[config.mk]
export PLATFORM = sky130hd
export DESIGN_NAME = matrix_keypad_debouncer
export DESIGN_NICKNAME = d
export VERILOG_FILES = /design/src/hw/rtl/mkd_pkg.sv /design/src/hw/rtl/mkd_scan_fifo.sv /design/src/hw/rtl/mkd_walker.sv /design/src/hw/rtl/matrix_keypad_debouncer.sv
export SDC_FILE = /design/constraint.sdc
export NUM_CORES = 1
export LEC_CHECK = 0
export BUFFER_PORTS_ARGS = -buffer_cell sky130_fd_sc_hd__buf_4
export CAP_MARGIN = 20
export CORE_MARGIN = 2
export CORE_UTILIZATION = 67
export CTS_CLUSTER_DIAMETER = 80
export DETAILED_ROUTE_END_ITERATION = 10
export HOLD_SLACK_MARGIN = 0.05
export PLACE_DENSITY = 0.83
export SETUP_SLACK_MARGIN = 0.4
export SLEW_MARGIN = 30
export SYNTH_ARGS = -nofsm -noshare
export SYNTH_HDL_FRONTEND = slang
export SYNTH_SLANG_ARGS = --single-unit
[constraint.sdc]
create_clock -name clk -period 12.85 [get_ports clk]
set_input_delay 0.6425 -clock clk [delete_from_list [all_inputs] [get_ports clk]]
set_output_delay 0.6425 -clock clk [all_outputs]
set_load 0.05 [all_outputs]
[src/hw/rtl/mkd_pkg.sv]
// Shared types and constants for the matrix keypad debouncer.
// No dependencies; every other file of the block imports this package.
`default_nettype none

package mkd_pkg;

  localparam int MAX_KEYS_DEF = 16;
  localparam int SCAN_Q_DEPTH = 2;
  localparam int RESULT_CAP   = 16;
  localparam int LEVEL_BITS   = 16;
  localparam int LEVEL_IDX_W  = 4;

  localparam int CFG_IDX_W  = 2;
  localparam int CFG_DATA_W = 16;

  localparam logic [CFG_IDX_W-1:0] REG_KEY_COUNT   = 2'd0;
  localparam logic [CFG_IDX_W-1:0] REG_DEBOUNCE_MS = 2'd1;
  localparam logic [CFG_IDX_W-1:0] REG_MAX_EVENTS  = 2'd2;

  localparam logic [4:0]  KEY_COUNT_RST   = 5'd16;
  localparam logic [15:0] DEBOUNCE_MS_RST = 16'd20;
  localparam logic [4:0]  MAX_EVENTS_RST  = 5'd16;

  typedef struct packed {
    logic [31:0] now_ms;
    logic [15:0] key_levels;
  } scan_t;

  typedef struct packed {
    logic [4:0]  key_count;
    logic [15:0] debounce_ms;
    logic [4:0]  max_events;
  } cfg_t;

endpackage

`default_nettype wire

[src/hw/rtl/mkd_scan_fifo.sv]
// Short queue of accepted scans between the stream input and the key walker.
// Depends on mkd_pkg for the scan type and default depth.
`default_nettype none

module mkd_scan_fifo import mkd_pkg::*; #(
  parameter int DEPTH = SCAN_Q_DEPTH
) (
  input  wire logic  clk,
  input  wire logic  rst,
  input  wire logic  in_valid,
  output logic       in_ready,
  input  wire scan_t in_scan,
  output logic       out_valid,
  input  wire logic  out_pop,
  output scan_t      out_scan
);

  localparam int PW = (DEPTH > 1) ? $clog2(DEPTH) : 1;
  localparam int CW = $clog2(DEPTH + 1);

  scan_t          mem [DEPTH];
  logic [PW-1:0]  wr_ptr;
  logic [PW-1:0]  rd_ptr;
  logic [CW-1:0]  fill;
  logic           push;
  logic           pop;

  assign in_ready  = (fill != CW'(DEPTH));
  assign out_valid = (fill != '0);
  assign out_scan  = mem[rd_ptr];
  assign push      = in_valid && in_ready;
  assign pop       = out_pop && out_valid;

  always_ff @(posedge clk) begin
    if (push) begin
      mem[wr_ptr] <= in_scan;
    end
  end

  always_ff @(posedge clk) begin
    if (rst) begin
      wr_ptr <= '0;
      rd_ptr <= '0;
      fill   <= '0;
    end else begin
      if (push) begin
        wr_ptr <= (wr_ptr == PW'(DEPTH - 1)) ? '0 : wr_ptr + PW'(1);
      end
      if (pop) begin
        rd_ptr <= (rd_ptr == PW'(DEPTH - 1)) ? '0 : rd_ptr + PW'(1);
      end
      if (push && !pop) begin
        fill <= fill + CW'(1);
      end else if (pop && !push) begin
        fill <= fill - CW'(1);
      end
    end
  end

endmodule

`default_nettype wire

[src/hw/rtl/mkd_walker.sv]
// Key walker: updates raw levels and change times, applies the debounce rule
// and emits key events through an output register. Depends on mkd_pkg.
`default_nettype none

module mkd_walker import mkd_pkg::*; #(
  parameter int MAX_KEYS = MAX_KEYS_DEF
) (
  input  wire logic  clk,
  input  wire logic  rst,
  input  wire cfg_t  cfg,
  input  wire logic  scan_valid,
  output logic       scan_pop,
  input  wire scan_t scan,
  output logic       m_tvalid,
  input  wire logic  m_tready,
  output logic [7:0] m_tdata,   // key_index[3:0], pressed[4], zero pad [7:5]
  output logic       m_tlast    // last_event
);

  localparam int KW  = (MAX_KEYS > 1) ? $clog2(MAX_KEYS) : 1;
  localparam int KCW = $clog2(MAX_KEYS + 1);

  localparam logic [1:0] S_IDLE  = 2'd0;
  localparam logic [1:0] S_READ  = 2'd1;
  localparam logic [1:0] S_EVAL  = 2'd2;
  localparam logic [1:0] S_FLUSH = 2'd3;

  logic [1:0]          state;
  logic [KW-1:0]       idx;
  logic [4:0]          cnt;
  logic [15:0]         levels;
  logic [31:0]         now;
  logic [MAX_KEYS-1:0] raw_lv;
  logic [MAX_KEYS-1:0] stable_lv;
  logic [MAX_KEYS-1:0] time_vld;
  logic [31:0]         ct_mem [MAX_KEYS];
  logic [31:0]         ct_rd;
  logic                tv_rd;
  logic                pend_valid;
  logic [3:0]          pend_idx;
  logic                pend_lvl;
  logic                out_valid;
  logic [3:0]          out_idx;
  logic                out_lvl;
  logic                out_last;

  logic [KCW-1:0]      keys;
  logic [4:0]          limit;
  logic                lvl;
  logic                changed;
  logic [31:0]         ct_eff;
  logic [31:0]         elapsed;
  logic                fire;
  logic                out_free;
  logic                last_key;
  logic                eval_go;
  logic                push_mid;
  logic                push_end;

  assign keys  = (32'(cfg.key_count) > MAX_KEYS) ? KCW'(MAX_KEYS) : KCW'(cfg.key_count);
  assign limit = (cfg.max_events > 5'(RESULT_CAP)) ? 5'(RESULT_CAP) : cfg.max_events;

  assign lvl      = (32'(idx) < LEVEL_BITS) ? levels[LEVEL_IDX_W'(idx)] : 1'b0;
  assign changed  = (lvl != raw_lv[idx]);
  assign ct_eff   = changed ? now : (tv_rd ? ct_rd : 32'd0);
  assign elapsed  = now - ct_eff;
  assign fire     = (lvl != stable_lv[idx]) && (elapsed >= {16'd0, cfg.debounce_ms})
                    && (cnt < limit);
  assign out_free = !out_valid || m_tready;
  assign last_key = ((32'(idx) + 32'd1) == 32'(keys));

  assign eval_go  = (state == S_EVAL) && !(fire && pend_valid && !out_free);
  assign push_mid = (state == S_EVAL) && fire && pend_valid && out_free;
  assign push_end = (state == S_FLUSH) && pend_valid && out_free;
  assign scan_pop = (state == S_IDLE) && scan_valid;

  assign m_tvalid = out_valid;
  assign m_tdata  = {3'b000, out_lvl, out_idx};
  assign m_tlast  = out_last;

  always_ff @(posedge clk) begin
    if (state == S_READ) begin
      ct_rd <= ct_mem[idx];
    end
    if (eval_go && changed) begin
      ct_mem[idx] <= now;
    end
  end

  always_ff @(posedge clk) begin
    if (scan_pop) begin
      levels <= scan.key_levels;
      now    <= scan.now_ms;
    end
    if (push_mid || push_end) begin
      out_idx  <= pend_idx;
      out_lvl  <= pend_lvl;
      out_last <= push_end;
    end
    if (eval_go && fire) begin
      pend_idx <= 4'(idx);
      pend_lvl <= lvl;
    end
  end

  always_ff @(posedge clk) begin
    if (rst) begin
      state      <= S_IDLE;
      idx        <= '0;
      cnt        <= '0;
      raw_lv     <= '0;
      stable_lv  <= '0;
      time_vld   <= '0;
      tv_rd      <= 1'b0;
      pend_valid <= 1'b0;
      out_valid  <= 1'b0;
    end else begin
      if (push_mid || push_end) begin
        out_valid <= 1'b1;
      end else if (m_tready) begin
        out_valid <= 1'b0;
      end

      unique case (state)
        S_IDLE: begin
          if (scan_valid && (keys != '0)) begin
            idx   <= '0;
            cnt   <= '0;
            state <= S_READ;
          end
        end
        S_READ: begin
          tv_rd <= time_vld[idx];
          state <= S_EVAL;
        end
        S_EVAL: begin
          if (eval_go) begin
            if (changed) begin
              raw_lv[idx]   <= lvl;
              time_vld[idx] <= 1'b1;
            end
            if (fire) begin
              stable_lv[idx] <= lvl;
              pend_valid     <= 1'b1;
              cnt            <= cnt + 5'd1;
            end
            if (last_key) begin
              state <= S_FLUSH;
            end else begin
              idx   <= idx + KW'(1);
              state <= S_READ;
            end
          end
        end
        S_FLUSH: begin
          if (!pend_valid) begin
            state <= S_IDLE;
          end else if (out_free) begin
            pend_valid <= 1'b0;
            state      <= S_IDLE;
          end
        end
        default: begin
          state <= S_IDLE;
        end
      endcase
    end
  end

endmodule

`default_nettype wire

[src/hw/rtl/matrix_keypad_debouncer.sv]
// Top level of the matrix keypad debouncer: configuration registers, scan
// queue and key walker. Depends on mkd_pkg, mkd_scan_fifo and mkd_walker.
//
// Each request on the input stream is one keypad scan; each request on the
// output stream is one debounced key event, with tlast on the final event of
// its scan, and a scan with no events produces nothing. Accepted scans wait in
// a short queue while the walker handles earlier ones, so the input keeps
// taking requests while events are pending, until the queue is full. For each
// key in use the walker reads the change-time memory, then evaluates the key;
// each scan ends in a flush of its pending last event, and evaluation and
// flush can wait while the output stalls. Configuration is written through a
// plain write port and must only change while the block is idle.
`default_nettype none

module matrix_keypad_debouncer import mkd_pkg::*; #(
  parameter int MAX_KEYS    = MAX_KEYS_DEF,
  parameter int QUEUE_DEPTH = SCAN_Q_DEPTH
) (
  input  wire logic                  clk,
  input  wire logic                  rst,
  input  wire logic                  s_tvalid,
  output logic                       s_tready,
  input  wire logic [47:0]           s_tdata,   // key_levels[15:0], now_ms[47:16]
  output logic                       m_tvalid,
  input  wire logic                  m_tready,
  output logic [7:0]                 m_tdata,   // key_index[3:0], pressed[4], pad [7:5]
  output logic                       m_tlast,   // last_event
  input  wire logic                  cfg_we,
  input  wire logic [CFG_IDX_W-1:0]  cfg_index,
  input  wire logic [CFG_DATA_W-1:0] cfg_data
);

  cfg_t  cfg;
  scan_t in_scan;
  scan_t q_scan;
  logic  q_valid;
  logic  q_pop;

  assign in_scan.key_levels = s_tdata[15:0];
  assign in_scan.now_ms     = s_tdata[47:16];

  always_ff @(posedge clk) begin
    if (rst) begin
      cfg.key_count   <= KEY_COUNT_RST;
      cfg.debounce_ms <= DEBOUNCE_MS_RST;
      cfg.max_events  <= MAX_EVENTS_RST;
    end else if (cfg_we) begin
      unique case (cfg_index)
        REG_KEY_COUNT:   cfg.key_count   <= cfg_data[4:0];
        REG_DEBOUNCE_MS: cfg.debounce_ms <= cfg_data;
        REG_MAX_EVENTS:  cfg.max_events  <= cfg_data[4:0];
        default: begin
        end
      endcase
    end
  end

  mkd_scan_fifo #(
    .DEPTH(QUEUE_DEPTH)
  ) u_fifo (
    .clk      (clk),
    .rst      (rst),
    .in_valid (s_tvalid),
    .in_ready (s_tready),
    .in_scan  (in_scan),
    .out_valid(q_valid),
    .out_pop  (q_pop),
    .out_scan (q_scan)
  );

  mkd_walker #(
    .MAX_KEYS(MAX_KEYS)
  ) u_walker (
    .clk       (clk),
    .rst       (rst),
    .cfg       (cfg),
    .scan_valid(q_valid),
    .scan_pop  (q_pop),
    .scan      (q_scan),
    .m_tvalid  (m_tvalid),
    .m_tready  (m_tready),
    .m_tdata   (m_tdata),
    .m_tlast   (m_tlast)
  );

endmodule

`default_nettype wire
# After elaboration in Yosys (flattened, before gate mapping)
# Memory sizes are Yosys's and may differ from the RTL's. A register that Yosys moved wholly into a read port is not among the register bits.
# Cells that the tools add are included.
dict set report totals {
  reg_bits 103
  in_bits 71
  output_inout_bits 11
  word_cells 139
  ram_bits 608
  n_memories 2
}
# name words width read_ports rd_ports_with_merged_regs write_ports line_no
set mem_list {}
lappend mem_list {u_walker.ct_mem 16 32 1 1 1 mkd_walker.sv:36} ;# logic [31:0] ct_mem [MAX_KEYS];
lappend mem_list {u_fifo.mem 2 48 1 1 1 mkd_scan_fifo.sv:21} ;# scan_t mem [DEPTH];
dict set report op_classes {
  mux 45
  bitwise 1
  n_reduce_logical 43
  n_eq_ne 14
  add_sub_neg 8
  n_lt_le_gt_ge 6
}
# op count
set ops {}
lappend ops {{$mux W32} 2}
lappend ops {{$bwmux W16} 2}
lappend ops {{$eq A32 B5 Y1} 1}
lappend ops {{$ge A32 B16 Y1} 1}
lappend ops {{$sub A32 B32 Y32} 1}
lappend ops {{$mux W5} 5}
lappend ops {{$logic_and A1 B1 Y1} 19}
lappend ops {{$mux W1} 17}
lappend ops {{$bmux W1 S4} 4}
lappend ops {{$or A16 B16 Y16} 1}
lappend ops {{$mux W2} 7}
lappend ops {{$mux W4} 3}
lappend ops {{$reduce_and A3 Y1} 4}
lappend ops {{$gt A5 B5 Y1 const B} 2}
lappend ops {{$pmux W5 S2} 1}
lappend ops {{$reduce_bool A2 Y1} 5}
lappend ops {{$pmux W2 S4} 1}
lappend ops {{$pmux W4 S2} 1}
lappend ops {{$reduce_and A4 Y1} 2}
lappend ops {{$eq A2 B2 Y1 const B} 3}
lappend ops {{$ne A2 B2 Y1 const B} 3}
lappend ops {{$reduce_and A2 Y1} 3}
lappend ops {{$add A4 B1 Y5 const B} 1}
lappend ops {{$add A5 B1 Y5 const B} 1}
lappend ops {{17 further kinds} 27}

# Logic depth before layout (Yosys ltp)
dict set report depth {
  word_depth 15
  depth_mapped 32
  depth_no_buf 28
}

# By module
# From an unflattened synthesis, not the netlist that was laid out.
dict set report hier_totals {
  hier_cells 1927
  area_unflattened_um2 33200.6
}
# mod instances cells_each seq_area_each_um2 area_each_um2
set modules_own_cells {}
lappend modules_own_cells {mkd_walker 1 1649 19348.6 28423.5}
lappend modules_own_cells {mkd_scan_fifo 1 173 2982.9 3678.5}
lappend modules_own_cells {matrix_keypad_debouncer 1 105 520.5 1098.6}

# Worst setup path after synthesis
# OpenSTA, ideal clock, no wires.
dict set report synth_timing {
  path_type {reg-to-reg}
  from {register u_walker.idx[1]}
  to {memory u_walker.ct_mem[0][0], enable pin}
  stages_incl_launch_ff 25
  required_ns 12.430
  t_arrival_ns 7.579
  path_slack_ns 4.851
  n_path_buf 2
  synth_period_minus_slack_ns 7.999
  setup_ns 0.420
  path_cell_list {dfxtp_1 > buf_2 > mux4_2 > xor2_1 > o211ai_1 > o21a_1 > buf_1 > and3_1 > a21oi_1 > fa_1 > a21o_1 > a221oi_2 > nor3_1 > nor2_1 > xnor2_1 > ha_1 > a21o_1 > a221o_1 > a2111oi_0 > o311ai_1 > a2111oi_2 > nand4_1 > and4b_2 > nor3_4 > nor3_2}
}
dict set report synth_via {
  elab_chain_len 15
  word_cells_on_any_way 20
  classes_between {1 x add/sub; 1 x order compare; 2 x eq/ne; 9 x mux; 7 x reduce/logical}
}
# element line_no
set synth_rtl {}
lappend synth_rtl {{start: declaration} mkd_walker.sv:29} ;# logic [KW-1:0] idx;
lappend synth_rtl {{start signal: assignment} mkd_walker.sv:150} ;# idx <= idx + KW'(1);
lappend synth_rtl {{$bmux W1 S4, on equally long branches} {mkd_walker.sv:63, mkd_walker.sv:64}}
lappend synth_rtl {{$mux W1, on equally long branches} {mkd_walker.sv:63, mkd_walker.sv:64}}
lappend synth_rtl {{$ne A1 B1 Y1} mkd_walker.sv:64} ;# assign changed = (lvl != raw_lv[idx]);
lappend synth_rtl {{$mux W32} mkd_walker.sv:65} ;# assign ct_eff = changed ? now : (tv_rd ? ct_rd : 32'd0);
lappend synth_rtl {{$sub A32 B32 Y32} mkd_walker.sv:66} ;# assign elapsed = now - ct_eff;
lappend synth_rtl {{$ge A32 B16 Y1} mkd_walker.sv:67} ;# assign fire = (lvl != stable_lv[idx]) && (elapsed >= {16'd0, cfg.debounce_ms})
lappend synth_rtl {{$logic_and A1 B1 Y1} mkd_walker.sv:67}
lappend synth_rtl {{$logic_and A1 B1 Y1} mkd_walker.sv:68} ;# && (cnt < limit);
lappend synth_rtl {{$logic_and A1 B1 Y1 (2 in series)} mkd_walker.sv:72} ;# assign eval_go = (state == S_EVAL) && !(fire && pend_valid && !out_free);
lappend synth_rtl {{$logic_not A1 Y1} mkd_walker.sv:72}
lappend synth_rtl {{$logic_and A1 B1 Y1} mkd_walker.sv:72}
lappend synth_rtl {{$logic_and A1 B1 Y1} mkd_walker.sv:85} ;# if (eval_go && changed) begin
lappend synth_rtl {{$mux W1} mkd_walker.sv:85}
lappend synth_rtl {{$mux W1 (implied by the code)} mkd_walker.sv:86} ;# ct_mem[idx] <= now;
lappend synth_rtl {{end: declaration} mkd_walker.sv:36}
# Several ways; a longest one is shown, not always the timed one. The select of a mux whose other input is x is not followed.

# Final worst setup path
dict set report layout_timing {
  from {register u_walker.idx[2]}
  to {memory u_walker.ct_mem[3][17], enable pin}
}
# Same word-level chain as after synthesis.

==> flow_summary.json <==
{
  "status": "finished, final reports clean",
  "setup.worst_path.start": "u_walker.idx[2]",
  "path_max_fanout": 55,
  "area.growth.synth_to_final_pct": 11.3,
  "async_flop_share": 0,
  "slew_violations": 0,
  "antenna_found_initial": 3,
  "crit_path_top_delay_cell": "buf_4",
  "multi_input_area_um2": 9390,
  "slew-limit-headroom": 0.333,
  "crit_required_ps": 13080,
  "place_congestion": 0.913,
  "start_util": 0.674,
  "port_buffers": 78,
  "timing.final.crit_share": 0.717,
  "p_leak_uw": 0.0118,
  "period_minus_slack_ps": 9220,
  "routed_via_density": 7.01,
  "detailed_place_hpwl_um": 44600,
  "drive_above_1_share": 0.244,
  "placed_cells": 2498,
  "rsz0062_at_grt": "no",
  "tightest_slew_ps": 1000,
  "drt-total-wl_um": 81500,
  "synth_flop_cell": "edfxtp_1",
  "clk_pin_slew_ps": 60,
  "arrival_ps": 9450,
  "critPathMaxStageDelay_ps": 700,
  "ios": 82,
  "grt_pass1_wl_um": 120000,
  "grt_max_degree": 74,
  "design_power_total_uw": 7850,
  "fill_cells": 2589,
  "vias": 18400,
  "final.setup.tns_ps": 0,
  "track_usage": 0.331,
  "wl_per_cell_um": 31.0,
  "reg2reg_to": "u_walker.ct_mem[3][17]",
  "finalHoldViolations": 0,
  "grt_pass1_vias": 18700,
  "layout_commonest_cell": "edfxtp_1",
  "cts-hold-fix-buffers": 0,
  "r2r_cells": 29,
  "die_area_um2": 50600,
  "rows": 81,
  "cts_tree": "yes",
  "critPathLaunchType": "register",
  "ant_nets": 0,
  "ir_drop_v": 0.000181,
  "yosysUniqueCellTypes": 76,
  "setup_violations": 0,
  "cp_common_cell": "buf_4",
  "core_area_um2": 48500,
  "die_h_um": 225,
  "antenna_cells": 0,
  "cts-resized-gates": 0,
  "cts_buffer_depth": 3,
  "syn_area_um2": 32700,
  "drt_iter0_drc": 2413,
  "drc": 0,
  "finalNetCount": 2083,
  "synth-seq-cells": 791,
  "cts_post_setup_buffers_inserted": 0,
  "postSynthCellCount": 1864,
  "root_buffer": "clkbuf_16",
  "ff_latch_area_um2": 22800,
  "powerDensity_nw_per_um2": 215,
  "drtPass1Iterations": 7,
  "r2r-start": "u_walker.idx[2]",
  "drv_cap": 0,
  "worst-r2r-setup-slack_ps": 3630,
  "finalClockSkew_ps": 40.4,
  "numCtsBuffers": 76,
  "fin_cells": 2630,
  "ys_warn_count": 0,
  "final_cell_mix": "edfxtp_1 (699), mux4_2 (179), nand2_1 (119)",
  "insertion_delay_ps": 630,
  "critPathKind": "reg2reg",
  "overflow": 0,
  "max_freq_ghz": 0.108,
  "yosysSeqAreaShare": 0.697,
  "htreeDepth": 3,
  "synth-edff-count": 699,
  "holdCritPathClass": "in2reg",
  "fp.dieW_um": 225,
  "cp-end-kind": "register",
  "endpoint": "u_walker.ct_mem[3][17]",
  "avgSynthCellArea_um2": 17.6,
  "clock_sinks": 791
}
## worst max-delay path, delay by kind of cell (launching register included)
family	cells	cell delay, ps
AOI/OAI and AO/OA	10	2800
xor gates and xnor gates	2	310
adders and majority gates	3	890
buffers and inverters	6	2240
DFF	1	310
muxes	1	460
and+or+nand+nor	7	1680
## flip-flops by register name, summed over array words and instances (netlist names), 4 cells and up
register / count
u_walker.ct_rd: 32
u_walker.cnt: 5
u_walker.stable_lv: 16
u_walker.ct_mem: 512
u_walker.out_idx: 4
u_walker.pend_idx: 4
cfg: 26
u_walker.idx: 4
u_walker.now: 32
u_fifo.mem: 96
u_walker.raw_lv: 16
u_walker.time_vld: 16
u_walker.levels: 16
## layer usage
layer,track usage,up-vias,wire (um)
met5,0,-,10
met4,0.123,2,2980
met3,0.0664,230,8580
met2,0.543,1206,40800
met1,0.448,9354,29100
li1,-,7637,-
## area by class of cell
type                    count  area share
repair buffers            113      0.0238
clock buffers              97      0.0563
multi-input cells         933       0.258
well taps                 622      0.0214
flip-flops and latches    791       0.627
clock inverters            35      0.0102
inverters                  39     0.00405
## synthesized netlist by cell type (4+ instances only)
master	number	area [um2]
mux2_2	49	552
clkbuf_1	60	225
a211oi_1	7	52.6
o211ai_1	13	97.6
a21o_1	14	105
o221ai_1	4	35.0
nor3_2	5	50.1
nand2b_1	7	43.8
mux4_2	179	4030
xnor2_1	14	123
inv_1	38	143
nor4_1	15	93.8
o21bai_1	4	30.0
and3_1	38	238
o21a_1	23	173
nand2_1	119	447
mux2i_1	41	410
nor2b_1	9	56.3
buf_4	6	45.0
dfxtp_1	92	1840
ha_1	57	713
nand3_1	10	50.1
a21oi_1	109	546
nand3b_1	5	37.5
nor2_1	59	221
or3_1	6	37.5
edfxtp_1	699	21000
or4_1	4	30.0
nand4b_1	4	35.0
nand4_1	15	93.8
o21ai_0	27	135
nor3_1	9	45.0
xor2_1	16	140
buf_2	6	30.0
nor3_4	10	163
buf_1	28	105
## per-stage QoR
stage / hold slack [ps] / utilization / instance area (um2) / worst slack, ps
after floorplan: 400 / - / 32700 / 4850
final: 193 / 0.751 / 36400 / 3630
after detailed placement: 407 / 0.701 / 34000 / 3760
after global placement: 402 / 0.700 / 34000 / 3880
after global routing: 174 / 0.751 / 36400 / 3060
after CTS: 172 / 0.750 / 36400 / 3630
## logic make-up (layout without fill, tap and decap cells)
group           Yosys count  after routing  share of synthesized area
compound gates          246            246                     0.0484
xor+xnor                 30             30                    0.00803
fa+ha+maj                58             58                     0.0224
buf+inv                 142            284                     0.0179
flops                   791            791                      0.697
mux                     269            269                      0.153
other cells               1              3                   0.000115
simple gates            327            327                     0.0532
## worst min path at each step
stage / cells past startpoint / from / slack [ps] / end
finish: 1 / s_tdata[17] / 190 / u_fifo.mem[1][17]
global route: 1 / s_tdata[46] / 170 / u_fifo.mem[1][46]
CTS: 1 / s_tdata[17] / 170 / u_fifo.mem[1][17]
detailed placement: 0 / u_walker.pend_idx[3] / 410 / u_walker.out_idx[3]
global placement: 0 / u_walker.pend_idx[0] / 400 / u_walker.out_idx[0]
floorplan: 0 / u_walker.pend_idx[0] / 400 / u_walker.out_idx[0]
## power by group
| part | switching (uW) | internal [uW] | leakage [uW] |
|---|---|---|---|
| sequential | 365 | 3280 | 0.00709 |
| clock | 967 | 1240 | 0.00119 |
| combinational | 1230 | 761 | 0.00351 |
| total | 2570 | 5280 | 0.0118 |
Power figures use the tool's default switching activity.
